**src/sv/yuv_pair_to_rgb_skip_unchanged_defines.svh**
```systemverilog
// Assertion macros shared by the YUV pair to RGB converter RTL.
`ifndef YUV_PAIR_TO_RGB_SKIP_UNCHANGED_DEFINES_SVH
`define YUV_PAIR_TO_RGB_SKIP_UNCHANGED_DEFINES_SVH

// Plain property, sampled on clk, off while in reset.
`define YPR_ASSERT(lbl, prop, msg) \
    lbl: assert property (@(posedge clk) disable iff (!rst_n) (prop)) else $error(msg);

// Same-cycle implication.
`define YPR_IMPLY(lbl, ante, cons, msg) \
    lbl: assert property (@(posedge clk) disable iff (!rst_n) (ante) |-> (cons)) \
        else $error(msg);

`endif

```
**src/sv/yuv2rgb_pkg.sv**
```systemverilog
// Shared widths, reset values, register indexes and bundle types.
package yuv2rgb_pkg;

    localparam int FRAC_BITS = 16;
    localparam int PIX_W     = 8;
    localparam int COEF_W    = 18;
    localparam int WT_W      = 17;
    localparam int CHROMA_W  = 9;   // signed chroma after offset removal
    localparam int PROD_W    = 27;  // signed coef * chroma
    localparam int SUM_W     = 29;  // signed luma + two products
    localparam int GPROD_W   = 25;  // weight * channel
    localparam int GSUM_W    = 27;  // sum of three gray products
    localparam int IN_W      = 8 * PIX_W;
    localparam int OUT_W     = 6 * PIX_W;
    localparam int CFG_IDX_W = 3;
    localparam int CFG_W     = COEF_W;

    localparam logic [PIX_W-1:0] CHROMA_OFFSET = 8'd128;
    localparam logic [PIX_W-1:0] CHAN_MAX      = 8'd255;

    localparam logic [COEF_W-1:0] RST_COEF_R_V = 18'd91881;
    localparam logic [COEF_W-1:0] RST_COEF_G_U = 18'd22282;
    localparam logic [COEF_W-1:0] RST_COEF_G_V = 18'd46793;
    localparam logic [COEF_W-1:0] RST_COEF_B_U = 18'd112722;
    localparam logic [WT_W-1:0]   RST_WT_RED   = 17'd19589;
    localparam logic [WT_W-1:0]   RST_WT_GREEN = 17'd38444;
    localparam logic [WT_W-1:0]   RST_WT_BLUE  = 17'd7509;

    typedef enum logic [CFG_IDX_W-1:0] {
        REG_GRAY_MODE    = 3'd0,
        REG_COEF_R_V     = 3'd1,
        REG_COEF_G_U     = 3'd2,
        REG_COEF_G_V     = 3'd3,
        REG_COEF_B_U     = 3'd4,
        REG_WT_RED       = 3'd5,
        REG_WT_GREEN     = 3'd6,
        REG_WT_BLUE      = 3'd7
    } cfg_reg_t;

    typedef struct packed {
        logic en;
        logic gray_mode;
    } pipe_ctrl_t;

    typedef struct packed {
        logic [COEF_W-1:0] r_v;
        logic [COEF_W-1:0] g_u;
        logic [COEF_W-1:0] g_v;
        logic [COEF_W-1:0] b_u;
    } coef_set_t;

    typedef struct packed {
        logic [WT_W-1:0] red;
        logic [WT_W-1:0] green;
        logic [WT_W-1:0] blue;
    } gray_wt_t;

    typedef struct packed {
        logic [PROD_W-1:0] r_v;
        logic [PROD_W-1:0] g_u;
        logic [PROD_W-1:0] g_v;
        logic [PROD_W-1:0] b_u;
    } chroma_prod_t;

    typedef struct packed {
        logic [PIX_W-1:0] red;
        logic [PIX_W-1:0] green;
        logic [PIX_W-1:0] blue;
    } rgb_t;

endpackage

```
**src/sv/yuv2rgb_chroma.sv**
```systemverilog
// Shared chroma multipliers: coefficient times offset-free U and V, one register stage.
module yuv2rgb_chroma
    import yuv2rgb_pkg::*;
(
    input  logic                       clk,
    input  pipe_ctrl_t                 ctrl,
    input  coef_set_t                  coef,
    input  logic signed [CHROMA_W-1:0] chroma_u,
    input  logic signed [CHROMA_W-1:0] chroma_v,
    output chroma_prod_t               prod
);

    logic signed [COEF_W+CHROMA_W:0] p_r_v;
    logic signed [COEF_W+CHROMA_W:0] p_g_u;
    logic signed [COEF_W+CHROMA_W:0] p_g_v;
    logic signed [COEF_W+CHROMA_W:0] p_b_u;
    chroma_prod_t prod_reg;
    chroma_prod_t prod_next;

    // coefficients are unsigned: zero-extend to a signed operand
    assign p_r_v = $signed({1'b0, coef.r_v}) * chroma_v;
    assign p_g_u = $signed({1'b0, coef.g_u}) * chroma_u;
    assign p_g_v = $signed({1'b0, coef.g_v}) * chroma_v;
    assign p_b_u = $signed({1'b0, coef.b_u}) * chroma_u;

    always_comb
    begin
        prod_next.r_v = p_r_v[PROD_W-1:0];
        prod_next.g_u = p_g_u[PROD_W-1:0];
        prod_next.g_v = p_g_v[PROD_W-1:0];
        prod_next.b_u = p_b_u[PROD_W-1:0];
    end

    always_ff @(posedge clk)
    begin
        if (ctrl.en)
        begin
            prod_reg <= prod_next;
        end
    end

    assign prod = prod_reg;

endmodule

```
**src/sv/yuv2rgb_lane.sv**
```systemverilog
// One pixel lane: luma plus chroma terms, floor and clamp, optional gray weighting.
module yuv2rgb_lane
    import yuv2rgb_pkg::*;
(
    input  logic             clk,
    input  pipe_ctrl_t       ctrl,
    input  logic [PIX_W-1:0] luma,      // aligned with the chroma inputs
    input  chroma_prod_t     prod,      // one stage behind luma
    input  gray_wt_t         wt,
    output rgb_t             pix        // from the last lane stage
);

    function automatic logic [PIX_W-1:0] floor_clamp(input logic [SUM_W-1:0] q);
        logic [PIX_W-1:0] res;
        if (q[SUM_W-1])
        begin
            res = '0;
        end
        else if (|q[SUM_W-2:FRAC_BITS+PIX_W])
        begin
            res = CHAN_MAX;
        end
        else
        begin
            res = q[FRAC_BITS+PIX_W-1:FRAC_BITS];
        end
        return res;
    endfunction

    function automatic logic [SUM_W-1:0] sext(input logic [PROD_W-1:0] p);
        return {{(SUM_W-PROD_W){p[PROD_W-1]}}, p};
    endfunction

    logic [PIX_W-1:0]   luma_d_reg;
    logic [SUM_W-1:0]   base;
    logic [SUM_W-1:0]   sum_r;
    logic [SUM_W-1:0]   sum_g;
    logic [SUM_W-1:0]   sum_b;
    rgb_t               rgb3_reg;
    rgb_t               rgb3_next;
    rgb_t               rgb4_reg;
    logic [GPROD_W-1:0] gp_r_reg;
    logic [GPROD_W-1:0] gp_g_reg;
    logic [GPROD_W-1:0] gp_b_reg;
    logic [GPROD_W-1:0] gp_r_next;
    logic [GPROD_W-1:0] gp_g_next;
    logic [GPROD_W-1:0] gp_b_next;
    logic [GSUM_W-1:0]  gsum;
    logic [PIX_W-1:0]   gray;

    // stage 3: Q16 channel sums
    assign base  = {{(SUM_W-PIX_W-FRAC_BITS){1'b0}}, luma_d_reg, {FRAC_BITS{1'b0}}};
    assign sum_r = base + sext(prod.r_v);
    assign sum_g = base - sext(prod.g_u) - sext(prod.g_v);
    assign sum_b = base + sext(prod.b_u);

    always_comb
    begin
        rgb3_next.red   = floor_clamp(sum_r);
        rgb3_next.green = floor_clamp(sum_g);
        rgb3_next.blue  = floor_clamp(sum_b);
    end

    // stage 4: gray weight products
    assign gp_r_next = GPROD_W'(wt.red)   * GPROD_W'(rgb3_reg.red);
    assign gp_g_next = GPROD_W'(wt.green) * GPROD_W'(rgb3_reg.green);
    assign gp_b_next = GPROD_W'(wt.blue)  * GPROD_W'(rgb3_reg.blue);

    always_ff @(posedge clk)
    begin
        if (ctrl.en)
        begin
            luma_d_reg <= luma;
            rgb3_reg   <= rgb3_next;
            rgb4_reg   <= rgb3_reg;
            gp_r_reg   <= gp_r_next;
            gp_g_reg   <= gp_g_next;
            gp_b_reg   <= gp_b_next;
        end
    end

    // gray sum, floor and clip to the channel maximum
    assign gsum = GSUM_W'(gp_r_reg) + GSUM_W'(gp_g_reg) + GSUM_W'(gp_b_reg);
    assign gray = (|gsum[GSUM_W-1:FRAC_BITS+PIX_W]) ? CHAN_MAX
                                                    : gsum[FRAC_BITS+PIX_W-1:FRAC_BITS];

    always_comb
    begin
        if (ctrl.gray_mode)
        begin
            pix.red   = gray;
            pix.green = gray;
            pix.blue  = gray;
        end
        else
        begin
            pix = rgb4_reg;
        end
    end

endmodule

```
**src/sv/yuv2rgb_merge.sv**
```systemverilog
// Output register: joins the two lanes and the skip flag into one result transaction.
module yuv2rgb_merge
    import yuv2rgb_pkg::*;
(
    input  logic             clk,
    input  logic             rst_n,
    input  logic             en,
    input  logic             item_valid,
    input  logic             item_skip,
    input  rgb_t             pix_first,
    input  rgb_t             pix_second,
    output logic             out_valid,
    output logic [OUT_W-1:0] out_data,
    output logic             out_skip
);

    logic             valid_reg;
    logic [OUT_W-1:0] data_reg;
    logic [OUT_W-1:0] data_next;
    logic             skip_reg;

    // unchanged pair carries all-zero colors
    assign data_next = item_skip ? '0
                                 : {pix_second.blue, pix_second.green, pix_second.red,
                                    pix_first.blue,  pix_first.green,  pix_first.red};

    always_ff @(posedge clk or negedge rst_n)
    begin
        if (!rst_n)
        begin
            valid_reg <= 1'b0;
        end
        else if (en)
        begin
            valid_reg <= item_valid;
        end
    end

    always_ff @(posedge clk)
    begin
        if (en)
        begin
            data_reg <= data_next;
            skip_reg <= item_skip;
        end
    end

    assign out_valid = valid_reg;
    assign out_data  = data_reg;
    assign out_skip  = skip_reg;

endmodule

```
**src/sv/yuv_pair_to_rgb_skip_unchanged.sv**
```systemverilog
// A result is offered on m_axis once its pair has passed every register stage below.
// Throughput: one pixel pair per cycle; five register stages (input, chroma multiply,
//   channel clamp, gray multiply, output) advance together whenever the output is free.
// Reset: rst_n is asynchronous, active low; it empties the pipeline and loads the
//   default coefficients, gray weights and gray_mode = 0.
`include "yuv_pair_to_rgb_skip_unchanged_defines.svh"

module yuv_pair_to_rgb_skip_unchanged
    import yuv2rgb_pkg::*;
(
    input  logic                 clk,
    input  logic                 rst_n,
    // pair input
    input  logic                 s_axis_tvalid,
    output logic                 s_axis_tready,
    // luma_first, luma_second, chroma_u, chroma_v,
    // prev_luma_first, prev_luma_second, prev_chroma_u, prev_chroma_v
    input  logic [IN_W-1:0]      s_axis_tdata,
    // result output
    output logic                 m_axis_tvalid,
    input  logic                 m_axis_tready,
    // red_first, green_first, blue_first, red_second, green_second, blue_second
    output logic [OUT_W-1:0]     m_axis_tdata,
    // skipped
    output logic [0:0]           m_axis_tuser,
    // register writes
    input  logic                 cfg_valid,
    output logic                 cfg_ready,
    input  logic [CFG_IDX_W-1:0] cfg_index,
    input  logic [CFG_W-1:0]     cfg_data
);

    // ------------------------------------------------------------------
    // Configuration registers. Writes are always taken; the user must send
    // them only while the pipeline is drained, which the block does not enforce.
    // ------------------------------------------------------------------
    logic      gray_mode_reg;
    coef_set_t coef_reg;
    gray_wt_t  wt_reg;

    assign cfg_ready = 1'b1;

    always_ff @(posedge clk or negedge rst_n)
    begin
        if (!rst_n)
        begin
            gray_mode_reg <= 1'b0;
            coef_reg.r_v  <= RST_COEF_R_V;
            coef_reg.g_u  <= RST_COEF_G_U;
            coef_reg.g_v  <= RST_COEF_G_V;
            coef_reg.b_u  <= RST_COEF_B_U;
            wt_reg.red    <= RST_WT_RED;
            wt_reg.green  <= RST_WT_GREEN;
            wt_reg.blue   <= RST_WT_BLUE;
        end
        else if (cfg_valid)
        begin
            unique case (cfg_reg_t'(cfg_index))
                REG_GRAY_MODE: gray_mode_reg <= cfg_data[0];
                REG_COEF_R_V:  coef_reg.r_v  <= cfg_data[COEF_W-1:0];
                REG_COEF_G_U:  coef_reg.g_u  <= cfg_data[COEF_W-1:0];
                REG_COEF_G_V:  coef_reg.g_v  <= cfg_data[COEF_W-1:0];
                REG_COEF_B_U:  coef_reg.b_u  <= cfg_data[COEF_W-1:0];
                REG_WT_RED:    wt_reg.red    <= cfg_data[WT_W-1:0];
                REG_WT_GREEN:  wt_reg.green  <= cfg_data[WT_W-1:0];
                REG_WT_BLUE:   wt_reg.blue   <= cfg_data[WT_W-1:0];
                default:       gray_mode_reg <= gray_mode_reg;
            endcase
        end
    end

    // ------------------------------------------------------------------
    // Pipeline advance: all stages move together unless a finished result
    // is held by the sink. Bubbles inside never block the input.
    // ------------------------------------------------------------------
    pipe_ctrl_t ctrl;

    assign ctrl.en        = !m_axis_tvalid || m_axis_tready;
    assign ctrl.gray_mode = gray_mode_reg;
    assign s_axis_tready  = ctrl.en;

    // input field unpack
    logic [PIX_W-1:0] in_y1;
    logic [PIX_W-1:0] in_y2;
    logic [PIX_W-1:0] in_u;
    logic [PIX_W-1:0] in_v;
    logic [PIX_W-1:0] in_py1;
    logic [PIX_W-1:0] in_py2;
    logic [PIX_W-1:0] in_pu;
    logic [PIX_W-1:0] in_pv;

    assign in_y1  = s_axis_tdata[0*PIX_W +: PIX_W];
    assign in_y2  = s_axis_tdata[1*PIX_W +: PIX_W];
    assign in_u   = s_axis_tdata[2*PIX_W +: PIX_W];
    assign in_v   = s_axis_tdata[3*PIX_W +: PIX_W];
    assign in_py1 = s_axis_tdata[4*PIX_W +: PIX_W];
    assign in_py2 = s_axis_tdata[5*PIX_W +: PIX_W];
    assign in_pu  = s_axis_tdata[6*PIX_W +: PIX_W];
    assign in_pv  = s_axis_tdata[7*PIX_W +: PIX_W];

    // Stage 1: capture, remove chroma offset, compare with previous frame.
    logic [PIX_W-1:0]          y1_reg;
    logic [PIX_W-1:0]          y2_reg;
    logic signed [CHROMA_W-1:0] u_reg;
    logic signed [CHROMA_W-1:0] v_reg;
    logic                      skip_next;

    assign skip_next = (in_y1 == in_py1) && (in_y2 == in_py2)
                    && (in_u == in_pu) && (in_v == in_pv);

    always_ff @(posedge clk)
    begin
        if (ctrl.en)
        begin
            y1_reg <= in_y1;
            y2_reg <= in_y2;
            u_reg  <= $signed({1'b0, in_u}) - $signed({1'b0, CHROMA_OFFSET});
            v_reg  <= $signed({1'b0, in_v}) - $signed({1'b0, CHROMA_OFFSET});
        end
    end

    // valid and skip flags ride alongside stages 1 through 4
    logic [3:0] vld_reg;
    logic [3:0] skip_reg;

    always_ff @(posedge clk or negedge rst_n)
    begin
        if (!rst_n)
        begin
            vld_reg <= '0;
        end
        else if (ctrl.en)
        begin
            vld_reg <= {vld_reg[2:0], s_axis_tvalid};
        end
    end

    always_ff @(posedge clk)
    begin
        if (ctrl.en)
        begin
            skip_reg <= {skip_reg[2:0], skip_next};
        end
    end

    // Stage 2: chroma products, shared by both pixels of the pair.
    chroma_prod_t prod;

    yuv2rgb_chroma u_chroma (
        .clk      (clk),
        .ctrl     (ctrl),
        .coef     (coef_reg),
        .chroma_u (u_reg),
        .chroma_v (v_reg),
        .prod     (prod)
    );

    // Stages 2 to 4: one lane per pixel.
    rgb_t pix_first;
    rgb_t pix_second;

    yuv2rgb_lane u_lane_first (
        .clk  (clk),
        .ctrl (ctrl),
        .luma (y1_reg),
        .prod (prod),
        .wt   (wt_reg),
        .pix  (pix_first)
    );

    yuv2rgb_lane u_lane_second (
        .clk  (clk),
        .ctrl (ctrl),
        .luma (y2_reg),
        .prod (prod),
        .wt   (wt_reg),
        .pix  (pix_second)
    );

    // Stage 5: merge and output register.
    yuv2rgb_merge u_merge (
        .clk        (clk),
        .rst_n      (rst_n),
        .en         (ctrl.en),
        .item_valid (vld_reg[3]),
        .item_skip  (skip_reg[3]),
        .pix_first  (pix_first),
        .pix_second (pix_second),
        .out_valid  (m_axis_tvalid),
        .out_data   (m_axis_tdata),
        .out_skip   (m_axis_tuser[0])
    );

    // ------------------------------------------------------------------
    // Checks
    // ------------------------------------------------------------------
    `YPR_IMPLY(a_skip_zero, m_axis_tvalid && m_axis_tuser[0], m_axis_tdata == '0, "skipped pair has colors")
    `YPR_ASSERT(a_stall_cause, s_axis_tready || m_axis_tvalid, "input stalled with no result waiting")
    // each pixel carries its own gray value on all three channels
    `YPR_IMPLY(a_gray_equal, m_axis_tvalid && !m_axis_tuser[0] && gray_mode_reg,
        (m_axis_tdata[7:0] == m_axis_tdata[15:8]) && (m_axis_tdata[7:0] == m_axis_tdata[23:16])
        && (m_axis_tdata[31:24] == m_axis_tdata[39:32])
        && (m_axis_tdata[31:24] == m_axis_tdata[47:40]), "gray channels differ")

endmodule
```
**config.mk**
```make
export PLATFORM = sky130hd
export DESIGN_NAME = yuv_pair_to_rgb_skip_unchanged
export DESIGN_NICKNAME = d
export VERILOG_FILES = /design/src/sv/yuv2rgb_pkg.sv /design/src/sv/yuv2rgb_chroma.sv /design/src/sv/yuv2rgb_lane.sv /design/src/sv/yuv2rgb_merge.sv /design/src/sv/yuv_pair_to_rgb_skip_unchanged.sv
export VERILOG_INCLUDE_DIRS = /design/src /design/src/sv
export SDC_FILE = /design/constraint.sdc
export NUM_CORES = 2
export LEC_CHECK = 0
export ABC_AREA = 1
export BUFFER_PORTS_ARGS = -buffer_cell sky130_fd_sc_hd__buf_2
export CAP_MARGIN = 40
export CORE_AREA = 3 3 440 442
export DETAILED_ROUTE_END_ITERATION = 16
export DIE_AREA = 0 0 443 445
export HOLD_SLACK_MARGIN = 0.08
export RECOVER_POWER = 25
export SLEW_MARGIN = 30
export SYNTH_ARGS = -nofsm -noshare
export SYNTH_HDL_FRONTEND = slang
export SYNTH_SLANG_ARGS = --single-unit
```
**constraint.sdc**
```tcl
create_clock -name clk -period 11.25 [get_ports clk]
set_input_delay 0.5625 -clock clk [delete_from_list [all_inputs] [get_ports clk]]
set_output_delay 0.5625 -clock clk [all_outputs]
set_load 0.1 [all_outputs]
```
==> out/summary.txt <==
Worst Path Arrival = 7.06 ns
sequential share of the synthesized area = 21.1%
CTS tree = yes
Clock Path Buffers = 3
syn_nets = 11100
Sequential cell area = 16000 sq um
DRT Pass-1 Iters = 6
most common cell after layout, fill and taps aside = nand2_1
initial DRC count = 4049
fin area = 81800 sq um
Distinct cells, synth = 64
EDFF count, synth = 423
vias in the first global route = 61700
Syn Std Cell Area = 75900 sq um
number of gates resized after CTS = 0
hpwl dp = 181000 um
clock root buffer = clkbuf_16
HP Class = in2reg
Area Overhead vs Synth = 7.71%
gr ovfl total = 0
Post-synth ARST share = 23.4%
DRC viols = 0
Tmin final = 6.62 ns
Peak Freq = 0.151 GHz
# Post-CTS Setup Buffers = 0
CTS Sinks = 552
kind of critical path = reg2reg
Max FO, Critical Path = 35
Slew HR = -128%
Clk pin slew, worst setup/hold paths = 0.06 ns
CP startpoint = u_reg[0]$_DFFE_PP_
post-synthesis register bit count = 552
CP required = 11.69 ns
layout cell share with drive strength beyond 1 = 4.96%
failing checks = capacitance limit, slew limit
Largest register FFs = 76
Slew Viols, Final = 317
Post-DP Area = 79000 sq um
die area = 197000 sq um
Clock Latency Late Sink = 0.73 ns
Top Ports = 142
Buffers on Ports = 140
Main synth FF type = edfxtp_1
most frequent cells in the layout = nand2_1, inv_1, fa_1
Multi-input gate area = 50500 sq um
Placer Congestion = 0.927
routed wire length = 226000 um
status = finished with violations
via density per instance = 5.04
Ys Warns = 0
# setup viols final = 0
final hold vios = 0
initial antenna violation count = 12
worst r2r src = u_reg[0]$_DFFE_PP_
Post-Synthesis Cells = 9295
hold path start = s_axis_tdata[23]
crit share post-route = 58.8%
largest net degree at the start of global routing = 139
Worst Tran Pin Value = 3.42 ns
Initial Util = 40.0%
setup TNS = 0 ns
Die W = 443 um
first-pass GRT wire length = 356000 um
CTS H-tree lvls = 3
unrepaired setup endpoints after global routing = false
fill count = 18800
final clock skew = 0.0391 ns
Nets = 11100
Worst setup SP type = register
total number of vias = 59500
row count = 160
Synth Area per Inst = 8.17 sq um
wire per inst = 19.1 um
CORE AREA = 190000 sq um
post-detailed-route count of antenna-violating nets = 0
CTS Buf Count = 72
CP Capture Type = register
Die H = 445 um
CTS Hold Bufs = 32
GRT Util Overall = 23.3%
maximum capacitance violations = 8
## logic make-up (layout without fill, tap and decap cells)
| group | after synthesis | after routing | share of synthesized area, % |
|---|---|---|---|
| multiplexers | 1 | 1 | 0.0148 |
| adder cells (fa/ha/maj) | 1720 | 1720 | 38.2 |
| other | 1 | 7 | 0.00494 |
| flip-flops | 552 | 552 | 21.1 |
| AND/OR/NAND/NOR | 3237 | 3237 | 17.3 |
| buffers and inverters | 2485 | 2498 | 12.4 |
| XOR/XNOR | 358 | 358 | 4.13 |
| AO/OA/AOI/OAI | 941 | 941 | 6.91 |
## worst paths after layout
check / slack (ns) / endpoint / cells past startpoint
setup / recovery: 4.63 / u_chroma.prod[73]$_DFFE_PP_ / 20
hold / removal: 0.20 / u_reg[7]$_DFFE_PP_ / 2
setup reg to reg: 4.63 / u_chroma.prod[73]$_DFFE_PP_ / 20
hold reg to reg: 0.41 / skip_reg[1]$_DFFE_PP_ / 0
max in group asynchronous: 5.98 / coef_reg[37]$_DFFE_PN1P_ / 5
min in group asynchronous: 0.79 / coef_reg[43]$_DFFE_PN0P_ / 2
## Yosys cell counts, drive strengths merged, types with 36 or more instances
| master | instances | area [sq um] |
|---|---|---|
| nor3 | 65 | 357 |
| o21bai | 36 | 278 |
| inv | 2111 | 7920 |
| nand2 | 2446 | 9240 |
| nand3 | 228 | 1260 |
| buf | 50 | 218 |
| o21ai | 295 | 1510 |
| edfxtp | 423 | 12700 |
| nand4 | 49 | 328 |
| ha | 724 | 9060 |
| xor2 | 230 | 2010 |
| dfrtp | 74 | 1850 |
| nor2 | 378 | 1480 |
| clkbuf | 319 | 1200 |
| dfstp | 55 | 1450 |
| fa | 996 | 19900 |
| a21o | 38 | 285 |
| a21oi | 462 | 2340 |
| xnor2 | 128 | 1120 |
## worst max-delay path: stages, from the launching register on
cell,delay (ns)
edfxtp_1,0.31
clkbuf_1,1.52
nand2_1,0.22
fa_1,0.63
inv_1,0.05
fa_1,0.50
inv_1,0.06
fa_1,0.52
inv_1,0.05
fa_1,0.38
fa_1,0.47
ha_1,0.35
a21oi_1,0.16
nand2_1,0.10
a21oi_1,0.25
o21ai_2,0.12
a21boi_1,0.22
o21ai_1,0.14
nand2_1,0.09
nand2_1,0.06
xor2_1,0.15
## per-layer routing
| metal | share of wire (%) | vias up | GRT usage (%) |
|---|---|---|---|
| li1 | - | 28200 | - |
| met3 | 5.4 | 310 | 3.02 |
| met5 | 0.020 | - | 0 |
| met1 | 43 | 29400 | 30.2 |
| met2 | 48 | 1622 | 39.6 |
| met4 | 4.0 | 6 | 8.74 |
## per-stage QoR
stage          util, %  hold slack, ns  worst slack [ns]  std cells
3_3_place_gp      41.4           0.401              5.53      11600
2_1_floorplan        -           0.267              3.92       9295
6_report          43.0           0.195              4.63      11800
5_1_grt           43.0           0.208              4.26      11800
3_5_place_dp      41.6           0.405              5.51      11600
4_1_cts           43.0          0.0891              5.48      11800
## area by class of cell
type / instances / share of cell area (%)
Inverter: 2111 / 9.69
Antenna cell: 6 / 0.0184
Tap cell: 2511 / 3.84
Multi-Input combinational cell: 6258 / 61.8
Timing Repair Buffer: 255 / 2.04
Clock inverter: 45 / 0.623
Sequential cell: 552 / 19.6
Clock buffer: 87 / 2.40
Power is not shown: default switching activity piles up to over one toggle a cycle in this logic, so the estimate is an artifact.
